==> config.mk <==
export PLATFORM = sky130hd
export DESIGN_NAME = ssp_parser
export DESIGN_NICKNAME = d
export VERILOG_FILES = /design/src/hw/rtl/ssp_pkg.sv /design/src/hw/rtl/ssp_parser.sv
export SDC_FILE = /design/constraint.sdc
export NUM_CORES = 1
export LEC_CHECK = 0
export ABC_AREA = 1
export BUFFER_PORTS_ARGS = -buffer_cell sky130_fd_sc_hd__buf_2
export CAP_MARGIN = 20
export CORE_MARGIN = 5
export CORE_UTILIZATION = 45
export CTS_CLUSTER_SIZE = 20
export DETAILED_ROUTE_END_ITERATION = 7
export GPL_TIMING_DRIVEN = 0
export SYNTH_ARGS = -nofsm -noshare
export SYNTH_HDL_FRONTEND = slang
export SYNTH_SLANG_ARGS = --single-unit
export TNS_END_PERCENT = 100
==> constraint.sdc <==
create_clock -name aclk -period 7.76 [get_ports aclk]
set_input_delay 0.776 -clock aclk [delete_from_list [all_inputs] [get_ports aclk]]
set_output_delay 0.776 -clock aclk [all_outputs]
set_load 0.1 [all_outputs]
==> src/hw/rtl/ssp_pkg.sv <==
// Shared types and constants for the size suffix string parser.
// Holds the character codes, phase and radix encodings, status codes and
// the finish request that travels from the parser to the scaling pipeline.
package ssp_pkg;

    localparam int CH_W    = 8;
    localparam int VAL_W   = 64;
    localparam int SH_W    = 6;
    localparam int PADDR_W = 4;
    localparam int PDATA_W = 64;
    localparam int HALF_W  = VAL_W / 2;

    // Output beat: status, size, unit, padded to whole bytes.
    localparam int OUT_BITS = 2 + VAL_W + VAL_W;
    localparam int OUT_W    = ((OUT_BITS + 7) / 8) * 8;

    localparam logic [VAL_W-1:0] ALL_ONES = {VAL_W{1'b1}};

    // Register select taken from paddr[3] (registers sit at 8-byte steps).
    localparam logic REG_B_MEANS_BYTES = 1'b0;
    localparam logic REG_DEFAULT_UNIT  = 1'b1;

    // Character codes.
    localparam logic [CH_W-1:0] CH_NUL   = 8'h00;
    localparam logic [CH_W-1:0] CH_TAB   = 8'h09;
    localparam logic [CH_W-1:0] CH_CR    = 8'h0D;
    localparam logic [CH_W-1:0] CH_SPACE = 8'h20;
    localparam logic [CH_W-1:0] CH_PLUS  = 8'h2B;
    localparam logic [CH_W-1:0] CH_MINUS = 8'h2D;
    localparam logic [CH_W-1:0] CH_0     = 8'h30;
    localparam logic [CH_W-1:0] CH_1     = 8'h31;
    localparam logic [CH_W-1:0] CH_9     = 8'h39;
    localparam logic [CH_W-1:0] CH_UA    = 8'h41;
    localparam logic [CH_W-1:0] CH_UF    = 8'h46;
    localparam logic [CH_W-1:0] CH_LA    = 8'h61;
    localparam logic [CH_W-1:0] CH_LF    = 8'h66;
    localparam logic [CH_W-1:0] CH_UX    = 8'h58;
    localparam logic [CH_W-1:0] CH_LX    = 8'h78;
    localparam logic [CH_W-1:0] CH_LB    = 8'h62;
    localparam logic [CH_W-1:0] CH_UK    = 8'h4B;
    localparam logic [CH_W-1:0] CH_LK    = 8'h6B;
    localparam logic [CH_W-1:0] CH_UM    = 8'h4D;
    localparam logic [CH_W-1:0] CH_LM    = 8'h6D;
    localparam logic [CH_W-1:0] CH_UG    = 8'h47;
    localparam logic [CH_W-1:0] CH_LG    = 8'h67;
    localparam logic [CH_W-1:0] CH_UT    = 8'h54;
    localparam logic [CH_W-1:0] CH_LT    = 8'h74;
    localparam logic [CH_W-1:0] CH_UP    = 8'h50;
    localparam logic [CH_W-1:0] CH_LP    = 8'h70;
    localparam logic [CH_W-1:0] CH_UE    = 8'h45;
    localparam logic [CH_W-1:0] CH_LE    = 8'h65;

    // Suffix shift amounts.
    localparam logic [SH_W-1:0] SH_BYTE  = 6'd0;
    localparam logic [SH_W-1:0] SH_BLOCK = 6'd9;
    localparam logic [SH_W-1:0] SH_KILO  = 6'd10;
    localparam logic [SH_W-1:0] SH_MEGA  = 6'd20;
    localparam logic [SH_W-1:0] SH_GIGA  = 6'd30;
    localparam logic [SH_W-1:0] SH_TERA  = 6'd40;
    localparam logic [SH_W-1:0] SH_PETA  = 6'd50;
    localparam logic [SH_W-1:0] SH_EXA   = 6'd60;

    typedef enum logic [5:0] {
        PH_LEAD   = 6'b000001,
        PH_SIGNED = 6'b000010,
        PH_PREFIX = 6'b000100,
        PH_DIGITS = 6'b001000,
        PH_SUFFIX = 6'b010000,
        PH_ERROR  = 6'b100000
    } phase_t;

    typedef enum logic [1:0] {
        RADIX_DEC = 2'd0,
        RADIX_OCT = 2'd1,
        RADIX_HEX = 2'd2
    } radix_t;

    typedef enum logic [1:0] {
        ST_OK  = 2'd0,
        ST_BAD = 2'd1,
        ST_OVF = 2'd2
    } status_t;

    // Finish request: when mul_en is set, size holds the accumulator and
    // unit the multiplier; otherwise size and unit are final.
    typedef struct packed {
        status_t          status;
        logic             mul_en;
        logic [VAL_W-1:0] size;
        logic [VAL_W-1:0] unit;
    } fin_t;

endpackage

==> src/hw/rtl/ssp_parser.sv <==
// Character parser of the size suffix string parser: parse state registers
// and the finish decision taken when the terminating NUL arrives.
// Depends on ssp_pkg.
module ssp_parser (
    input  logic                        aclk,
    input  logic                        aresetn,
    input  logic                        in_fire,
    input  logic [ssp_pkg::CH_W-1:0]    ch,
    input  logic                        b_means_bytes,
    input  logic [ssp_pkg::VAL_W-1:0]   default_unit,
    output ssp_pkg::fin_t               fin
);

    ssp_pkg::phase_t                phase_reg, phase_next;
    ssp_pkg::radix_t                radix_reg, radix_next;
    logic [ssp_pkg::VAL_W-1:0]      acc_reg, acc_next;
    logic                           digit_seen_reg, digit_seen_next;
    logic                           ovf_reg, ovf_next;
    logic [ssp_pkg::CH_W-1:0]       suffix_reg, suffix_next;

    logic                           is_ws;
    logic                           is_num;
    logic                           is_alpha;
    logic [3:0]                     dval;
    logic                           dig_ok;
    logic [ssp_pkg::VAL_W+3:0]      scaled;
    logic [ssp_pkg::VAL_W+3:0]      prod;
    logic                           add_ovf;
    logic [ssp_pkg::VAL_W-1:0]      add_acc;
    logic                           do_first;
    logic                           do_digits;
    logic                           do_add;

    // Character classes and digit value in the current radix.
    always_comb begin
        is_ws    = (ch == ssp_pkg::CH_SPACE) ||
                   (ch >= ssp_pkg::CH_TAB && ch <= ssp_pkg::CH_CR);
        is_num   = (ch >= ssp_pkg::CH_0 && ch <= ssp_pkg::CH_9);
        is_alpha = (ch >= ssp_pkg::CH_LA && ch <= ssp_pkg::CH_LF) ||
                   (ch >= ssp_pkg::CH_UA && ch <= ssp_pkg::CH_UF);
        dval     = is_num ? ch[3:0] : 4'(ch[3:0] + 4'd9);
        unique case (radix_reg)
            ssp_pkg::RADIX_HEX: dig_ok = is_num || is_alpha;
            ssp_pkg::RADIX_OCT: dig_ok = is_num && !dval[3];
            ssp_pkg::RADIX_DEC: dig_ok = is_num;
            default:            dig_ok = 1'b0;
        endcase
    end

    // Accumulate one digit: acc * base + digit in 68 bits, so any carry
    // into the top nibble means the 64-bit value overflowed.
    always_comb begin
        unique case (radix_reg)
            ssp_pkg::RADIX_HEX: scaled = {acc_reg, 4'b0000};
            ssp_pkg::RADIX_OCT: scaled = {1'b0, acc_reg, 3'b000};
            ssp_pkg::RADIX_DEC: scaled = {1'b0, acc_reg, 3'b000} +
                                         {3'b000, acc_reg, 1'b0};
            default:            scaled = '0;
        endcase
        prod    = scaled + {{ssp_pkg::VAL_W{1'b0}}, dval};
        add_ovf = ovf_reg || (prod[ssp_pkg::VAL_W+3:ssp_pkg::VAL_W] != 4'd0);
        add_acc = add_ovf ? ssp_pkg::ALL_ONES : prod[ssp_pkg::VAL_W-1:0];
    end

    // Next parse state for one accepted character.
    always_comb begin
        phase_next      = phase_reg;
        radix_next      = radix_reg;
        acc_next        = acc_reg;
        digit_seen_next = digit_seen_reg;
        ovf_next        = ovf_reg;
        suffix_next     = suffix_reg;
        do_first        = 1'b0;
        do_digits       = 1'b0;
        do_add          = 1'b0;

        unique case (phase_reg) inside
            ssp_pkg::PH_LEAD: begin
                if (is_ws) begin
                    phase_next = ssp_pkg::PH_LEAD;
                end else if (ch == ssp_pkg::CH_MINUS) begin
                    phase_next = ssp_pkg::PH_ERROR;
                end else if (ch == ssp_pkg::CH_PLUS) begin
                    phase_next = ssp_pkg::PH_SIGNED;
                end else begin
                    do_first = 1'b1;
                end
            end
            ssp_pkg::PH_SIGNED: begin
                do_first = 1'b1;
            end
            ssp_pkg::PH_PREFIX: begin
                if (radix_reg == ssp_pkg::RADIX_HEX) begin
                    if (dig_ok) begin
                        do_add     = 1'b1;
                        phase_next = ssp_pkg::PH_DIGITS;
                    end else begin
                        phase_next = ssp_pkg::PH_ERROR;
                    end
                end else if (ch == ssp_pkg::CH_LX || ch == ssp_pkg::CH_UX) begin
                    radix_next = ssp_pkg::RADIX_HEX;
                end else begin
                    do_digits = 1'b1;
                end
            end
            ssp_pkg::PH_DIGITS: begin
                do_digits = 1'b1;
            end
            ssp_pkg::PH_SUFFIX, ssp_pkg::PH_ERROR: begin
                phase_next = ssp_pkg::PH_ERROR;
            end
            default: begin
                phase_next = ssp_pkg::PH_ERROR;
            end
        endcase

        // First character of the number: the accumulator is still zero here.
        if (do_first) begin
            if (ch == ssp_pkg::CH_0) begin
                phase_next      = ssp_pkg::PH_PREFIX;
                radix_next      = ssp_pkg::RADIX_OCT;
                digit_seen_next = 1'b1;
            end else if (ch >= ssp_pkg::CH_1 && ch <= ssp_pkg::CH_9) begin
                phase_next      = ssp_pkg::PH_DIGITS;
                radix_next      = ssp_pkg::RADIX_DEC;
                acc_next        = {{(ssp_pkg::VAL_W-4){1'b0}}, ch[3:0]};
                digit_seen_next = 1'b1;
            end else begin
                phase_next = ssp_pkg::PH_ERROR;
            end
        end

        // Any character that is not a digit of the current radix ends the number as a suffix.
        if (do_digits) begin
            if (dig_ok) begin
                do_add     = 1'b1;
                phase_next = ssp_pkg::PH_DIGITS;
            end else begin
                suffix_next = ch;
                phase_next  = ssp_pkg::PH_SUFFIX;
            end
        end

        if (do_add) begin
            acc_next        = add_acc;
            ovf_next        = add_ovf;
            digit_seen_next = 1'b1;
        end
    end

    always_ff @(posedge aclk) begin
        if (!aresetn) begin
            phase_reg      <= ssp_pkg::PH_LEAD;
            radix_reg      <= ssp_pkg::RADIX_DEC;
            acc_reg        <= '0;
            digit_seen_reg <= 1'b0;
            ovf_reg        <= 1'b0;
            suffix_reg     <= ssp_pkg::CH_NUL;
        end else if (in_fire) begin
            if (ch == ssp_pkg::CH_NUL) begin
                phase_reg      <= ssp_pkg::PH_LEAD;
                radix_reg      <= ssp_pkg::RADIX_DEC;
                acc_reg        <= '0;
                digit_seen_reg <= 1'b0;
                ovf_reg        <= 1'b0;
                suffix_reg     <= ssp_pkg::CH_NUL;
            end else begin
                phase_reg      <= phase_next;
                radix_reg      <= radix_next;
                acc_reg        <= acc_next;
                digit_seen_reg <= digit_seen_next;
                ovf_reg        <= ovf_next;
                suffix_reg     <= suffix_next;
            end
        end
    end

    // Finish decision, valid in the cycle the NUL is accepted.
    logic                           number_done;
    logic                           sfx_hit;
    logic [ssp_pkg::SH_W-1:0]       sfx_sh;
    logic                           sh_ovf;
    logic [ssp_pkg::VAL_W-1:0]      unit_eff;

    always_comb begin
        sfx_hit = 1'b1;
        sfx_sh  = ssp_pkg::SH_BYTE;
        case (suffix_reg) inside
            ssp_pkg::CH_LB:                 sfx_sh = b_means_bytes ? ssp_pkg::SH_BYTE
                                                                   : ssp_pkg::SH_BLOCK;
            ssp_pkg::CH_UK, ssp_pkg::CH_LK: sfx_sh = ssp_pkg::SH_KILO;
            ssp_pkg::CH_UM, ssp_pkg::CH_LM: sfx_sh = ssp_pkg::SH_MEGA;
            ssp_pkg::CH_UG, ssp_pkg::CH_LG: sfx_sh = ssp_pkg::SH_GIGA;
            ssp_pkg::CH_UT, ssp_pkg::CH_LT: sfx_sh = ssp_pkg::SH_TERA;
            ssp_pkg::CH_UP, ssp_pkg::CH_LP: sfx_sh = ssp_pkg::SH_PETA;
            ssp_pkg::CH_UE, ssp_pkg::CH_LE: sfx_sh = ssp_pkg::SH_EXA;
            default:                        sfx_hit = 1'b0;
        endcase

        number_done = (phase_reg == ssp_pkg::PH_DIGITS) ||
                      (phase_reg == ssp_pkg::PH_PREFIX &&
                       radix_reg == ssp_pkg::RADIX_OCT);
        sh_ovf      = (acc_reg & ~(ssp_pkg::ALL_ONES >> sfx_sh)) != '0;
        unit_eff    = (default_unit == '0) ? {{(ssp_pkg::VAL_W-1){1'b0}}, 1'b1}
                                           : default_unit;

        fin.status = ssp_pkg::ST_BAD;
        fin.mul_en = 1'b0;
        fin.size   = '0;
        fin.unit   = default_unit;
        if (ovf_reg) begin
            fin.status = ssp_pkg::ST_OVF;
        end else if (number_done && digit_seen_reg) begin
            fin.status = ssp_pkg::ST_OK;
            fin.mul_en = 1'b1;
            fin.size   = acc_reg;
            fin.unit   = unit_eff;
        end else if (phase_reg == ssp_pkg::PH_SUFFIX && digit_seen_reg && sfx_hit) begin
            if (sh_ovf) begin
                fin.status = ssp_pkg::ST_OVF;
            end else begin
                fin.status = ssp_pkg::ST_OK;
                fin.size   = acc_reg << sfx_sh;
                fin.unit   = {{(ssp_pkg::VAL_W-1){1'b0}}, 1'b1} << sfx_sh;
            end
        end
    end

    // The string always restarts from a clean state after its NUL.
    a_clear_after_nul: assert property (@(posedge aclk) disable iff (!aresetn)
        in_fire && ch == ssp_pkg::CH_NUL |=>
            phase_reg == ssp_pkg::PH_LEAD && acc_reg == '0 && !ovf_reg && !digit_seen_reg)
        else $error("parse state not cleared after end of string");

    // Overflow saturates the accumulator.
    a_ovf_saturates: assert property (@(posedge aclk) disable iff (!aresetn)
        ovf_reg |-> acc_reg == ssp_pkg::ALL_ONES)
        else $error("overflow flag set with unsaturated accumulator");

    // Overflow is sticky within one string.
    a_ovf_sticky: assert property (@(posedge aclk) disable iff (!aresetn)
        ovf_reg && in_fire && ch != ssp_pkg::CH_NUL |=> ovf_reg)
        else $error("overflow flag dropped before end of string");

endmodule

==> flow_summary.ini, run 1 <==
[run_status]
outcome = complete, but fails checks
violations = DRC

[power_and_ir_drop]
leakage_nw = 9.81
power.density_mw_per_mm2 = 57.9
p_sw_mw = 0.409
power.share.sequential_pct = 37.4
p_comb_share_pct = 22.1
power_frac_clock_pct = 40.5
sw_frac_of_total_pct = 35.7
vdd_drop_max_mv = 0.0915
p_int_mw = 0.734

[worst_hold_path]
hold_start = phase_reg[1]
hold_depth = 2
hold_end = phase_reg[1]
hold_path_class = reg2reg

[cts]
clk_latency_ns = 0.36
clockBufferDepth = 2
cts_root_buf = clkbuf_16
postCtsSetupBuffers = 0
htreeDepth = 3
cts.clk_slew.worst_paths_ns = 0.07
cts_resized = 0
tritoncts = done
cts_buffers = 9
cts_hold_buf = 0
clock-sinks = 82

[routing]
viasPerCell = 5.69
drt_iter0_drc = 3476
routed_wl_microns = 90400
vias = 24500
drc = 10
drt-pass1-iter-count = 8
antenna_left = 0
wl_per_cell_microns = 21.0

[placement]
numPortBuffers = 206
gp_congestion = 1.08
dp_hpwl_microns = 78100
place_inst = 4281

[timing]
rsz0062_at_grt = false
slew_headroom_pct = 31.8
fin_setup_tns_ns = 0
min_period_ns = 6.31
finalSetupViolations = 0
fin_skew_ns = 0.0158
worst_pin_slew_ns = 1.01
finalCritPeriodShare_pct = 81.3
slew_viol_final = 0
hold_viol = 0
max_freq_mhz = 158

[setup_path]
worstRegToRegCells = 28
reg2reg_from = radix_reg[0]
r2r_end = acc_reg[62]
critPathKind = reg2out
rrSetupSlack_ns = 2.02
cp_data_required_time_ns = 6.98
path_max_fanout = 10
crit_start = suffix_reg[7]
start_kind = flip-flop
endpoint_kind = output pin
arrival_ns = 5.54

[finish]
layout-drive-gt1-share_pct = 8.52
antennaDiodeCount = 0
fillers = 4655
area_growth_pct = 11.2
final_cells = 4297
layout.nets = 3920
largest_reg_flops = 64

[synth]
yosysWarnings = 0
synthesis.area_sq_mm = 0.0177
async_reset_ff_share_pct = 0
syn_nets = 3703
ys.flop_type = dfxtp_1
yosysUniqueCellTypes = 63
synthCells = 3557
synth_edf_count = 0
ys_seq_area_share_pct = 9.25
yosys_register_bits = 82
syn_area_per_cell_sq_um = 4.99

[floorplanning]
initial_core_util_pct = 45.7
die_h_microns = 209
placementRows = 72
ios = 207
die_w_microns = 209
core-area_sq_mm = 0.0388
dieArea_sq_mm = 0.0435

[grt]
grt_pass1_vias = 21900
grt_max_degree = 16
antenna_found_initial = 0
grt.total_usage_pct = 39.3
grt_overflow = 0
grt_pass1_wl_microns = 133000

[job]
cap_viol_max_count = 0
## power groups by stage
| stage | logic (mW) | clock network [mW] | registers (mW) |
|---|---|---|---|
| 3_3_place_gp | 0.250 | 0 | 0.437 |
| 5_1_grt | 0.265 | 0.479 | 0.428 |
| 2_1_floorplan | 0.185 | 0 | 0.436 |
| 6_report | 0.253 | 0.463 | 0.428 |
| 4_1_cts | 0.250 | 0.461 | 0.428 |
| 3_5_place_dp | 0.250 | 0 | 0.437 |
## kinds of logic after synthesis
logic type               Yosys count  synth area share [%]
multiplexers                      12                 0.677
adder cells (fa/ha/maj)           70                  5.02
AND/OR/NAND/NOR                 1886                  44.5
flip-flops                        82                  9.25
buffers and inverters            804                  17.5
AO/OA/AOI/OAI                    675                  21.7
XOR/XNOR                          28                  1.38
## critical path, stage by stage (launching register included)
cell       delay, ns
dfxtp_1         0.33
nor2_1          0.09
nand2_1         0.11
nor3_1          0.07
nand2_1         0.22
nand2_1         0.10
nor2_1          0.43
inv_1           0.17
buf_2           0.29
o41ai_1         0.15
nand4_1         0.22
nor4_1          0.68
nand4_1         0.40
nor2_2          0.39
nand2_1         0.38
clkinv_1        0.37
o2111ai_1       0.20
o21ai_0         0.11
buf_2           0.45
## cells in the mapped netlist (22+ instances only)
| cell type | instances | area (sq um) |
|---|---|---|
| nor2_1 | 300 | 1130 |
| nand4_1 | 59 | 369 |
| ha_1 | 68 | 851 |
| o21ai_1 | 22 | 110 |
| buf_2 | 25 | 125 |
| o22ai_1 | 114 | 713 |
| o21ai_0 | 275 | 1380 |
| nor4_1 | 23 | 144 |
| clkbuf_1 | 67 | 251 |
| nand3_1 | 196 | 981 |
| inv_1 | 669 | 2510 |
| a31oi_1 | 34 | 213 |
| nand2_1 | 1204 | 4520 |
| nor3_1 | 26 | 130 |
| a21oi_1 | 148 | 741 |
| dfxtp_1 | 82 | 1640 |
## per-layer routing
layer  part of all wire (%)  up-vias  track usage [%]
met1                     43    11000             55.9
met3                     13      189             9.49
met4                    3.6        0             11.6
li1                       -    11900                -
met2                     41     1403             59.0
met5                      0        -                0
## layout make-up
type	instances	area [sq um]	share of cell area [%]
Buffer	117	520	2.64
Clock buffer	10	239	1.21
Clock inverter	6	72.6	0.368
Inverter	687	2580	13.1
Multi-Input combinational cell	2671	13000	65.9
Sequential cell	82	1640	8.32
Tap cell	518	648	3.28
Timing Repair Buffer	206	1030	5.22
## worst max-delay path by stage
| stage | to |
|---|---|
| 2_1_floorplan | fin[118] |
| 3_3_place_gp | acc_reg[4] |
| 3_5_place_dp | acc_reg[4] |
| 4_1_cts | fin[121] |
| 5_1_grt | fin[122] |
| 6_report | fin[121] |
## stage by stage
step                      hold WS [ns]  area (sq um)  total power, mW  setup slack [ns]  utilization (%)
after global routing             0.508         19700             1.17              1.42             50.8
final                            0.495         19700             1.14              1.45             50.8
after CTS                        0.492         19700             1.14              1.91             50.8
after detailed placement         0.482         19400            0.687              2.28             50.0
after floorplan                  0.455         17700            0.622              1.70                -
after global placement           0.478         19400            0.687              2.33             50.0
## cells in the final DEF, fill, tap and decap left out, types with 17 or more instances in the layout
cell type / instances
nand3b_1: 20
a31oi_1: 34
a21oi_1: 148
buf_2: 231
nand4_1: 59
o21ai_0: 275
nor2_1: 300
nor4_1: 23
dfxtp_1: 82
buf_1: 17
o22ai_1: 114
xor2_1: 17
nand2_1: 1204
clkbuf_1: 67
inv_1: 669
nor3_1: 26
ha_1: 68
nand3_1: 196
o21ai_1: 22
Note: power is estimated with default switching activity, not from simulation.
==> inputs of run 2 (changes only) <==
--- a/config.mk
+++ b/config.mk
@@ -5,7 +5,7 @@
 export SDC_FILE = /design/constraint.sdc
 export NUM_CORES = 1
 export LEC_CHECK = 0
-export ABC_AREA = 1
+export ABC_AREA = 0
 export BUFFER_PORTS_ARGS = -buffer_cell sky130_fd_sc_hd__buf_2
 export CAP_MARGIN = 20
 export CORE_MARGIN = 5
==> constraint.sdc (replaced) <==
create_clock -name aclk -period 6.02 [get_ports aclk]
set_input_delay 0.602 -clock aclk [delete_from_list [all_inputs] [get_ports aclk]]
set_output_delay 0.602 -clock aclk [all_outputs]
set_load 0.1 [all_outputs]
==> run 2 against run 1 <==
Net effect:
- largest cell class unchanged
- first-iteration DRC count decreased by 37%
- sequential cell count unchanged
- critical endpoint is now acc_reg[53]
- clock skew decreased by 0.0081 ns
- critical path type is now reg2reg
- sequential power increased by 27%
- final cell count decreased by 30%
- register-to-register slack got worse by 1.9 ns
- utilization increased by 1.9 points
- the run now ends clean
- largest power group unchanged
- synthesized area decreased by 14%
==> flow_summary.ini, run 2 <==
[synth]
ys.flop_type = dfxtp_1
synthCells = 2352
yosysWarnings = 0
ys_seq_area_share_pct = 10.8
syn_area_per_cell_sq_um = 6.49
synth_edf_count = 0
synthTopCellsByArea = nand2_1 12%, mux2i_1 11%, dfxtp_1 11%
syn_nets = 2498
synth_top_area_share_pct = 11.5
yosysMostFrequentCell = nand2_1
yosys_register_bits = 82
async_reset_ff_share_pct = 0
synth_top_cell_by_area = nand2_1
yosysUniqueCellTypes = 88
synthTopCellsByCount = 468 x nand2_1, 173 x o21ai_0, 170 x a21oi_1, 165 x mux2i_1, 163 x nor2_1
synthesis.area_sq_mm = 0.0153

[setup_path]
worstRegToRegCells = 18
path_max_fanout = 10
critical_path.cell_chain = ha_1 -> clkbuf_1 -> nand4_1 -> nor4_2 -> a21boi_0 -> or4_1 -> nand3_1 -> o2bb2ai_1 -> nor3_2 -> o2111ai_2 -> nand4bb_4 -> or4_1 -> or4_1 -> a221o_1 -> buf_6 -> buf_6 -> o21ai_1 -> nand2_1
crit_start = acc_reg[48]
rrSetupSlack_ns = 0.09
arrival_ns = 6.18
cp_data_required_time_ns = 6.27
slowest_delay_ns = 0.61
endpoint_kind = flip-flop
cp_common_cell = or4_1
start_kind = flip-flop
slowest_stage = nor4_2
crit_path_end = acc_reg[53]
critPathKind = reg2reg
reg2reg_from = acc_reg[48]
r2r_end = acc_reg[53]

[routing]
drt_iter0_drc = 2183
vias = 19900
drt-pass1-iter-count = 7
wl_per_cell_microns = 25.1
viasPerCell = 6.59
antenna_left = 0
routed_wl_microns = 75800
drc = 0

[cts]
clock-sinks = 82
cts.clk_slew.worst_paths_ns = 0.07
clockBufferDepth = 2
cts_buffers = 9
htreeDepth = 3
cts_root_buf = clkbuf_16
clk_latency_ns = 0.36
tritoncts = done

[grt]
grt_pass1_wl_microns = 111000
grt_max_degree = 14
grt.total_usage_pct = 37.2
grt_pass1_vias = 18200
antenna_found_initial = 1
grt_overflow = 0

[finish]
area_growth_pct = 15.9
largest_reg_flops = 64
layout-drive-gt1-share_pct = 14.8
final_common_cell = nand2_1
utilization_pct = 52.7
layout.nets = 2718
antennaDiodeCount = 0
final_cells = 3024
final_cell_mix = 467 x nand2_1, 212 x buf_2, 166 x o21ai_0, 165 x mux2i_1, 162 x a21oi_1

[placement]
dp_hpwl_microns = 61400
place_inst = 3005
numPortBuffers = 205
gp_congestion = 1.11

[run_status]
outcome = complete, no violations

[timing]
fin_setup_tns_ns = 0
timing.hold.ws_ns = 0.476
finalCritPeriodShare_pct = 98.4
fin_skew_ns = 0.00765
slew_viol_final = 0
min_period_ns = 5.93
worst_pin_slew_ns = 1.15
hold_viol = 0
finalSetupViolations = 0
max_freq_mhz = 169
slew_headroom_pct = 23.6

[worst_hold_path]
hold_path_class = in2reg

[floorplanning]
die_h_microns = 194
initial_core_util_pct = 45.5
placementRows = 67
dieArea_sq_mm = 0.0377
ios = 207
core-area_sq_mm = 0.0335
die_w_microns = 194

[power_and_ir_drop]
power.density_mw_per_mm2 = 83.0
vdd_drop_max_mv = 0.167
leakage_nw = 7.87
total_power_mw = 1.47

[job]
cap_viol_max_count = 0
[run 2: cell count changes in the layout (fill, tap and decap cells not counted), moves of 34 or more]
cell,delta
inv_1,-637
mux2i_1,+153
nor2b_1,+69
nand3_1,-151
o21ai_1,+40
dfxtp_1,-38
clkbuf_1,+56
dfxtp_2,+34
xnor2_1,+49
nor2_1,-140
nand2_1,-737
o22ai_1,-105
o21ai_0,-109
[run 2: power by group]
| group | switching [mW] | leakage (nW) | internal, mW | total [mW] |
|---|---|---|---|---|
| Combinational | 0.238 | 7.04 | 0.0591 | 0.298 |
| Clock | 0.252 | 0.152 | 0.374 | 0.626 |
| Sequential | 0.00260 | 0.682 | 0.542 | 0.545 |
| Total | 0.493 | 7.87 | 0.975 | 1.47 |
[run 2: area by class of cell]
class	instances	area, sq um
Multi-Input combinational cell	2063	13200
Sequential cell	82	1700
Inverter	36	135
Buffer	167	711
Clock buffer	11	243
Clock inverter	4	76.3
Fill cell	3551	15800
Tap cell	448	561
Timing Repair Buffer	213	1090
[run 2: critical path: cells and delay by family, from the launching register on]
| family | cells | cell delay (ns) |
|---|---|---|
| flip-flops | 1 | 0.43 |
| AND/OR/NAND/NOR | 9 | 2.86 |
| AO/OA/AOI/OAI | 5 | 1.51 |
| buffers and inverters | 3 | 0.67 |
| adder cells (fa/ha/maj) | 1 | 0.32 |
[run 2: cell families (layout without fill, tap and decap cells)]
| kind of cell | Yosys count | after routing | share of synthesized area, % |
|---|---|---|---|
| muxes | 169 | 169 | 11.1 |
| buffers and inverters | 207 | 431 | 5.45 |
| DFF | 82 | 82 | 10.8 |
| xor gates and xnor gates | 96 | 96 | 5.51 |
| AOI/OAI and AO/OA | 712 | 712 | 30.0 |
| and+or+nand+nor | 1016 | 1016 | 31.3 |
| adders and majority gates | 70 | 70 | 5.84 |
[run 2: metal layers]
metal  wire length, microns  vias to the layer above  part of all wire (%)  global-route usage, %
met3                   8090                      228                    11                   7.85
met4                   3050                        2                   4.0                   12.5
li1                       -                     9075                     -                      -
met5                      7                        -                0.0092                      0
met1                  32400                     9386                    43                   52.1
met2                  32200                     1224                    42                   56.8
[run 2: stage by stage]
step                area (sq um)  setup slack [ns]
floorplan                  15300            0.0506
global placement           16800             -2.28
detailed placement         16800             -2.48
CTS                        17300            0.0101
global route               17700           -0.0363
finish                     17700            0.0950
[run 2: how the worst min path moves through the flow]
stage / start / endpoint / slack, ns / depth (start not counted)
2_1_floorplan: phase_reg[2] / phase_reg[2] / 0.46 / 2
3_3_place_gp: suffix_reg[5] / suffix_reg[5] / 0.49 / 2
3_5_place_dp: suffix_reg[5] / suffix_reg[5] / 0.49 / 2
4_1_cts: aresetn / phase_reg[0] / 0.47 / 2
5_1_grt: aresetn / phase_reg[0] / 0.47 / 2
6_report: aresetn / phase_reg[0] / 0.48 / 2
[run 2: what timing repair did]
action / CTS / global route
endpoints found under the setup margin: 188 / 189
resized for setup: 51 / 90
hold buffers: 0 / 0
setup buffers: 3 / 5
gates cloned: 0 / 0
pin swaps: 3 / 14
